[config.mk]
export PLATFORM = sky130hd
export DESIGN_NAME = websocket_frame_unmask
export DESIGN_NICKNAME = d
export VERILOG_FILES = /design/src/rtl/wsfu_pkg.sv /design/src/rtl/websocket_frame_unmask.sv
export SDC_FILE = /design/constraint.sdc
export NUM_CORES = 1
export LEC_CHECK = 0
export ABC_AREA = 1
export ABC_CLOCK_PERIOD_IN_PS = 3020
export BUFFER_PORTS_ARGS = -buffer_cell sky130_fd_sc_hd__buf_2
export CORE_ASPECT_RATIO = 0.8
export CORE_MARGIN = 2
export CORE_UTILIZATION = 35
export DETAILED_ROUTE_END_ITERATION = 12
export PLACE_DENSITY = 0.61
export SYNTH_ARGS = -nofsm -noshare
export SYNTH_HDL_FRONTEND = slang
export SYNTH_SLANG_ARGS = --single-unit
[constraint.sdc]
create_clock -name clk -period 3.02 [get_ports clk]
set_input_delay 0.453 -clock clk [delete_from_list [all_inputs] [get_ports clk]]
set_output_delay 0.453 -clock clk [all_outputs]
set_load 0.005 [all_outputs]
[src/rtl/wsfu_pkg.sv]
// Shared types and constants for the websocket frame unmask block.
`default_nettype none
package wsfu_pkg;

	typedef enum logic [2:0] {
		PH_IDLE   = 3'd0,
		PH_HDR1   = 3'd1,
		PH_EXT_HI = 3'd2,
		PH_EXT_LO = 3'd3,
		PH_MASK   = 3'd4,
		PH_DATA   = 3'd5
	} phase_t;

	localparam logic [2:0] ST_DATA    = 3'd0;
	localparam logic [2:0] ST_EMPTY   = 3'd1;
	localparam logic [2:0] ST_BADHDR  = 3'd2;
	localparam logic [2:0] ST_LEN64   = 3'd3;
	localparam logic [2:0] ST_TOOLONG = 3'd4;

	localparam logic [6:0]  LEN_EXT16   = 7'd126;
	localparam logic [6:0]  LEN_EXT64   = 7'd127;
	localparam logic [15:0] MASK_BYTES  = 16'd4;
	localparam logic [15:0] MAX_LEN_RST = 16'd1024;

	// header_flags bits
	localparam int FLAG_FIN  = 0;
	localparam int FLAG_MASK = 1;

endpackage
`default_nettype wire

[src/rtl/websocket_frame_unmask.sv]
// Top level: websocket client frame parser and payload unmasker.
`default_nettype none
// Takes one raw frame byte per beat (start_of_frame marks the first header
// byte) and returns one result beat per payload byte, XORed with the frame's
// mask key, with last set on the final byte. Header, extended length and mask
// bytes produce no beat, except that an empty payload gives one completion
// beat and a rejected header gives one status beat; bytes after a rejection
// or a finished frame are dropped until the next start mark. Each input beat
// is parsed in the cycle it is accepted and its result is captured in the output
// register at the edge that accepts it; one beat per cycle is sustained whenever the
// consumer keeps out_ready high, set by the single output register, which
// also accepts a new beat in the cycle its held result is taken.
// max_payload_length must be written only while no frame is in flight.
module websocket_frame_unmask
	import wsfu_pkg::*;
(
	input  wire logic        clk,
	input  wire logic        arst_n,
	input  wire logic        cfg_wr_en,
	input  wire logic [15:0] cfg_wr_data,
	input  wire logic        in_valid,
	output logic             in_ready,
	input  wire logic [7:0]  frame_byte,
	input  wire logic        start_of_frame,
	output logic             out_valid,
	input  wire logic        out_ready,
	output logic [7:0]       payload_byte,
	output logic             last,
	output logic [2:0]       status,
	output logic [15:0]      frame_length
);

	logic [15:0] max_len_q;
	phase_t      phase_q, phase_d;
	logic [1:0]  flags_q, flags_d;
	logic [15:0] plen_q, plen_d;
	logic [15:0] count_q, count_d;
	logic [31:0] key_q, key_d;

	logic        res_vld;
	logic [7:0]  res_byte;
	logic        res_last;
	logic [2:0]  res_status;
	logic [15:0] res_len;

	logic        accept;
	logic [6:0]  len7;
	logic [1:0]  hdr_flags;
	logic [15:0] ext_len;
	logic [15:0] count_inc;
	logic [7:0]  key_byte;
	logic        data_last;

	assign in_ready  = !out_valid || out_ready;
	assign accept    = in_valid && in_ready;
	assign len7      = frame_byte[6:0];
	assign hdr_flags = {frame_byte[7], flags_q[FLAG_FIN]};
	assign ext_len   = {plen_q[15:8], frame_byte};
	assign count_inc = count_q + 16'd1;
	assign data_last = ({1'b0, count_q} + 17'd1) >= {1'b0, plen_q};

	always_comb begin
		case (count_q[1:0])
			2'd0:    key_byte = key_q[31:24];
			2'd1:    key_byte = key_q[23:16];
			2'd2:    key_byte = key_q[15:8];
			default: key_byte = key_q[7:0];
		endcase
	end

	always_comb begin
		phase_d    = phase_q;
		flags_d    = flags_q;
		plen_d     = plen_q;
		count_d    = count_q;
		key_d      = key_q;
		res_vld    = 1'b0;
		res_byte   = 8'd0;
		res_last   = 1'b1;
		res_status = ST_DATA;
		res_len    = plen_q;
		if (start_of_frame) begin
			flags_d = {1'b0, frame_byte[7]};
			plen_d  = 16'd0;
			count_d = 16'd0;
			key_d   = 32'd0;
			phase_d = PH_HDR1;
		end else begin
			case (phase_q)
				PH_HDR1: begin
					flags_d = hdr_flags;
					if (hdr_flags != 2'b11) begin
						phase_d    = PH_IDLE;
						res_vld    = 1'b1;
						res_status = ST_BADHDR;
						res_len    = {9'd0, len7};
					end else if (len7 == LEN_EXT64) begin
						phase_d    = PH_IDLE;
						res_vld    = 1'b1;
						res_status = ST_LEN64;
						res_len    = {9'd0, len7};
					end else if (len7 == LEN_EXT16) begin
						phase_d = PH_EXT_HI;
					end else begin
						plen_d = {9'd0, len7};
						if ({9'd0, len7} > max_len_q) begin
							phase_d    = PH_IDLE;
							res_vld    = 1'b1;
							res_status = ST_TOOLONG;
							res_len    = {9'd0, len7};
						end else begin
							phase_d = PH_MASK;
							count_d = 16'd0;
						end
					end
				end
				PH_EXT_HI: begin
					plen_d  = {frame_byte, 8'd0};
					phase_d = PH_EXT_LO;
				end
				PH_EXT_LO: begin
					plen_d = ext_len;
					if (ext_len > max_len_q) begin
						phase_d    = PH_IDLE;
						res_vld    = 1'b1;
						res_status = ST_TOOLONG;
						res_len    = ext_len;
					end else begin
						phase_d = PH_MASK;
						count_d = 16'd0;
					end
				end
				PH_MASK: begin
					key_d   = {key_q[23:0], frame_byte};
					count_d = count_inc;
					if (count_inc >= MASK_BYTES) begin
						count_d = 16'd0;
						if (plen_q == 16'd0) begin
							phase_d    = PH_IDLE;
							res_vld    = 1'b1;
							res_status = ST_EMPTY;
							res_len    = 16'd0;
						end else begin
							phase_d = PH_DATA;
						end
					end
				end
				PH_DATA: begin
					count_d  = count_inc;
					res_vld  = 1'b1;
					res_byte = frame_byte ^ key_byte;
					res_last = data_last;
					if (data_last) begin
						phase_d = PH_IDLE;
					end
				end
				default: begin
					// drop bytes outside a frame
					phase_d = PH_IDLE;
				end
			endcase
		end
	end

	always_ff @(posedge clk or negedge arst_n) begin
		if (!arst_n) begin
			max_len_q <= MAX_LEN_RST;
		end else if (cfg_wr_en) begin
			max_len_q <= cfg_wr_data;
		end
	end

	always_ff @(posedge clk or negedge arst_n) begin
		if (!arst_n) begin
			phase_q <= PH_IDLE;
			flags_q <= 2'b00;
			plen_q  <= 16'd0;
			count_q <= 16'd0;
			key_q   <= 32'd0;
		end else if (accept) begin
			phase_q <= phase_d;
			flags_q <= flags_d;
			plen_q  <= plen_d;
			count_q <= count_d;
			key_q   <= key_d;
		end
	end

	always_ff @(posedge clk or negedge arst_n) begin
		if (!arst_n) begin
			out_valid <= 1'b0;
		end else if (in_ready) begin
			out_valid <= accept && res_vld;
		end
	end

	always_ff @(posedge clk) begin
		if (accept && res_vld) begin
			payload_byte <= res_byte;
			last         <= res_last;
			status       <= res_status;
			frame_length <= res_len;
		end
	end

endmodule
`default_nettype wire

After elaboration in Yosys (flattened, before gate mapping)
Cells that the tools add are included.

word-level totals
  bits in registers = 113
  input bits = 30
  output and inout port bits = 30
  logic and storage cells = 108

operators by class
  add/sub/neg operators = 2
  $lt $le $gt $ge = 4
  equality and inequality tests = 18
  mux-type cells = 53
  bitwise logic cells = 2
  reduce and logical (&&, ||, !) cells = 17

operators by type and width
  cell                                                                    number
  16-bit two-way mux                                                      18
  16-bit case mux with 3 select lines                                     2
  32-bit two-way mux                                                      2
  16-bit case mux with 4 select lines                                     1
  3-bit two-way mux                                                       14
  8-bit case mux with 3 select lines                                      1
  3-bit inequality test, second input constant                            7
  16-bit by 1-bit adder with 17-bit output, second input constant         1
  17-bit by 16-bit >= comparator with 1-bit output                        1
  16-bit by 1-bit adder with 16-bit output, second input constant         1
  16-bit by 3-bit >= comparator with 1-bit output, second input constant  1
  16-bit > comparator                                                     1
  7-bit by 16-bit > comparator with 1-bit output                          1
  16-bit logical NOT                                                      1
  3-bit case mux with 5 select lines                                      1
  7-bit == test, second input constant                                    2
  1-bit two-way mux                                                       11
  3-bit case mux with 3 select lines                                      1
  8-bit two-way mux                                                       1
  8-bit bitwise XOR                                                       1
  7-bit AND reduction                                                     1
  3-bit by 2-bit == test with 1-bit output, second input constant         2
  3-bit == test, second input constant                                    2
  6-bit AND reduction                                                     1
  18 further kinds                                                        21

Depth between registers and ports, before layout
  depth after elaboration = 8
  gate-level depth with buffers = 18
  mapped depth without buffers = 18

Least setup slack after synthesis
No wires, ideal clock.

  kind = input-to-reg
  start point = input frame_byte[0]
  end point = register frame_length[0] (enable)
  setup time = 383 ps
  arrival time = 2300 ps
  data required time = 2637 ps
  setup slack = 337 ps
  stages on the path = 17
  path buffers = 0
  cells stage by stage = clkinv_1 ha_1 inv_1 nand2_1 nand2_1 nand2_1 nand2_1 nand2_1 o21ai_0 nand3_1 nand2_1 nand2_1 nand2_1 inv_1 nand3_1 nand2_1 inv_1

on the way
  longest elaborated chain between the ends = 8
  elaborated cells between the ends (all ways) = 12
  those cells by class = order compare: 2; eq/ne: 2; mux: 7; reduce/logical: 1

RTL lines
  what                                            line                           text
  start: declaration                              websocket_frame_unmask.sv:23   input wire logic [7:0] frame_byte,
  7-bit by 16-bit > comparator with 1-bit output  websocket_frame_unmask.sv:106  if ({9'd0, len7} > max_len_q) begin
  1-bit two-way mux                               websocket_frame_unmask.sv:106
  1-bit two-way mux                               websocket_frame_unmask.sv:102  end else if (len7 == LEN_EXT16) begin
  1-bit two-way mux                               websocket_frame_unmask.sv:97   end else if (len7 == LEN_EXT64) begin
  1-bit two-way mux                               websocket_frame_unmask.sv:92   if (hdr_flags != 2'b11) begin
  1-bit case mux with 4 select lines (*)          websocket_frame_unmask.sv:89   case (phase_q)
  1-bit two-way mux (*)                           websocket_frame_unmask.sv:82   if (start_of_frame) begin
  1-bit logical AND (*)                           websocket_frame_unmask.sv:198  if (accept && res_vld) begin
  end signal: assignment                          websocket_frame_unmask.sv:202  frame_length <= res_len;
  end: declaration                                websocket_frame_unmask.sv:30   output logic [15:0] frame_length

Every way passes the cells marked *; elsewhere a longest branch is shown, timed or not.
A chain may end at the register's enable or synchronous reset.

Worst setup path after layout
  start point = register count_q[0]
  end point = register phase_q[2]

on the way
  longest elaborated chain between the ends = 4
  elaborated cells between the ends (all ways) = 7
  those cells by class = add/sub: 2; order compare: 2; eq/ne: 2; reduce/logical: 1

RTL lines
  what                                                                                                                 line                                                         text
  start: declaration                                                                                                   websocket_frame_unmask.sv:37                                 logic [15:0] count_q, count_d;
  start signal: assignment                                                                                             websocket_frame_unmask.sv:184                                count_q <= count_d;
  16-bit by 1-bit adder with 17-bit output or 16-bit by 1-bit adder with 16-bit output (tied branches)                 websocket_frame_unmask.sv:60, websocket_frame_unmask.sv:59
  17-bit by 16-bit >= comparator with 1-bit output or 16-bit by 3-bit >= comparator with 1-bit output (tied branches)  websocket_frame_unmask.sv:60, websocket_frame_unmask.sv:136
  3-bit inequality test (no line)                                                                                      -
  3-bit AND reduction (no line) (*)                                                                                    -
  end signal: assignment                                                                                               websocket_frame_unmask.sv:181                                phase_q <= phase_d;
  end: declaration                                                                                                     websocket_frame_unmask.sv:34                                 phase_t phase_q, phase_d;

Marked as above.

==> results.ini <==
[cts]
postCtsSetupBuffers=0
cts-root-buf=clkbuf_16
clock_sinks=113
cts_max_level=4
cts_tree=done
clockBufferDepth=2
cts.clk_slew.worst_paths_ps=60
clk_latency_ps=420
cts_buffers=17

[die]
placementRows=45
dieWidth_um=160
coreArea_um2=19000
ios=60
initial_utilization_pct=35.8
die_h_um=129
dieArea_um2=20600

[critical_path]
cp.required_ps=3320
ff2ff_setup_slack_ps=290
critPathArrivalTime_ps=3030
path_common_cell=nand2_1
crit_path_max_incr_delay_ps=430
critPathSlowestCell=dfrtp_2
endpoint_kind=register
crit_fanout=8
crit_chain=ha_2 -> nand2_1 -> nor2_2 -> nand3_1 -> nand2_1 -> inv_1 -> ha_1 -> nand2_1 -> nor3_1 -> nor3b_2 -> nand4_1 -> nand4_2 -> nand3_2 -> nand2_1 -> nand2_1
path_buf_inv=1
critical-path-top-delay-family=simple AND/OR/NAND/NOR gates
cp-start-kind=register
crit_type=register to register

[yosys]
synth_area_leaders=dfrtp_1 (31%), edfxtp_1 (12%), nand2_1 (12%)
ys_warn_count=0
yosys_register_bits=113
syn_nets=938
netlist.area_leader.share_pct=30.8
syn-instance-count=871
ys_seq_area_share_pct=43.6
synthesis.area_um2=6820
synth_top_cell_by_area=dfrtp_1
synth.distinct_cells=40
synth_area_per_cell_um2=7.82

[route]
ant_nets=0
drcViolationCount=0
dr.pass1.iters=5
drt_iter0_markers=695
vias=5955
wl_per_cell_um=15.1
vias_per_cell=4.93
totalWireLength_um=18200

[pwr]
pwr-share-seq_pct=38.3
cellLeakagePower_nw=3.92
p_total_w=0.00439
p_sw_share_pct=26.6
internal_power_w=0.00322
p_sw_w=0.00117
power_density_nw_per_um2=544
peakVddDrop_mv=0.409
combPwrFrac_pct=12.7
clkPwrFrac_pct=49.0

[sta]
hold_viol=0
worst_slew_pin_slew_ps=694
setup_viol=0
final.setup_skew_ps=8.67
fin_crit_sh_pct=90.4
slew_headroom_pct=53.2
fmax_mhz=366
drv_slew=0
finalSetupTns_ps=0
period_minus_slack_ps=2730

[final_layout]
drive_gt1_share_pct=16.7
layout.nets=1005
instances_no_fill=1209
syn2layout_area_growth_pct=18.5
layout_commonest_cell=nand2_1
final_area_um2=8080
diodes=0
final_cell_mix=nand2_1 (210), inv_1 (145), dfrtp_1 (82)

[global_routing]
grt_pass1_vias=5443
grt_first_pass_wirelength_um=29500
grt_remaining_overflow=0
grt_util_all_layers_pct=18.4
antenna_found_initial=0
grt_max_degree=51

[place]
dp_hpwl_um=13600
io_buffers=59
gp_congestion=0.891
place_inst=1176
placed_area_um2=7420

[worst_hold_path]
min_path_type=primary input to register

[run]
max_cap_viol_count=0

[outcome]
status=completed

## flip-flops by register name, indices dropped and copies added, names as in the netlist
register / count
last: 1
phase_q: 3
frame_length: 16
plen_q: 16
status: 3
max_len_q: 16
key_q: 32
payload_byte: 8
out_valid: 1
count_q: 16
flags_q: 1
## cells by family after synthesis
| family | Yosys count | synth area share, % |
|---|---|---|
| buf+inv | 176 | 10.1 |
| mux | 1 | 0.165 |
| flops | 113 | 43.6 |
| compound gates | 160 | 13.2 |
| fa+ha+maj | 37 | 6.79 |
| simple gates | 384 | 26.1 |
## cells in the mapped netlist
cell type  instances
clkinv_1           3
buf_6              2
clkbuf_1          14
nand2_1          210
nand3_2            3
nand4_4            2
a21oi_1           36
a21oi_4            1
nand3_1           54
o21ai_0           60
inv_1            145
o21ai_1           16
dfrtp_1           84
o211ai_1           1
nor4_1             1
o22ai_1           33
a21o_1             1
buf_2              4
nor3b_1            1
and2_1             1
nor2_4             5
ha_1              37
nand3_4            1
o21bai_1           1
edfxtp_1          28
nand2_4            1
nand4_1           22
nor2_2             9
or2_2              9
nor3_2             1
mux2_2             1
dfstp_2            1
o21ai_2            3
inv_2              6
buf_4              2
nor3_1             4
nand2_2            9
nand4_2            2
nor2_1            49
o221ai_1           8
## what timing repair did
action	CTS	global route
endpoints found under the setup margin	0	4
hold buffers	1	0
resized for setup	0	4
endpoints found under the hold margin	4	0
## power groups by stage
stage                     sequential (W)  combinational, W  clock [W]
after detailed placement         0.00170          0.000543          0
final                            0.00168          0.000558    0.00215
after global routing             0.00168          0.000632    0.00226
after CTS                        0.00168          0.000551    0.00220
after global placement           0.00171          0.000542          0
after floorplan                  0.00169          0.000378          0
## worst paths after layout
kind,start,to,cells after the start
max,count_q[0]$_DFFE_PN0P_,phase_q[2]$_DFFE_PN0P_,15
min,cfg_wr_data[6],max_len_q[6]$_DFFE_PN0P_,3
max reg2reg,count_q[0]$_DFFE_PN0P_,phase_q[2]$_DFFE_PN0P_,15
min reg2reg,flags_q[0]$_DFFE_PN0P_,flags_q[0]$_DFFE_PN0P_,2
max in group asynchronous,arst_n,count_q[1]$_DFFE_PN0P_,3
min in group asynchronous,arst_n,max_len_q[0]$_DFFE_PN0P_,2
## area by class of cell
cell class,instances,area (um^2)
clock buffers,22,495
clock inverters,10,144
fillers,1904,11000
inverters,154,578
multi-input cells,582,3170
flip-flops and latches,113,2970
well taps,258,323
repair buffers,70,395
## per-layer routing
layer	vias up	GRT usage, %	share of wire [%]
li1	3001	-	-
met4	0	5.03	1.2
met2	183	25.7	41
met1	2751	28.3	52
met3	20	4.32	6.4
met5	-	0	0
## worst min-delay path, delay by kind of cell
family / cells / cell delay (ps)
and+or+nand+nor: 1 / 30
buffers and inverters: 1 / 70
AOI/OAI and AO/OA: 1 / 60
## metrics by stage
stage / setup slack [ps] / hold slack (ps) / util, %
CTS: 193 / 216 / 42.4
global placement: 360 / 454 / 39.0
detailed placement: 274 / 451 / 39.0
finish: 291 / 233 / 42.4
floorplan: 337 / 157 / -
global route: -48.8 / 236 / 42.4
Note: power is estimated with default switching activity, not from simulation.
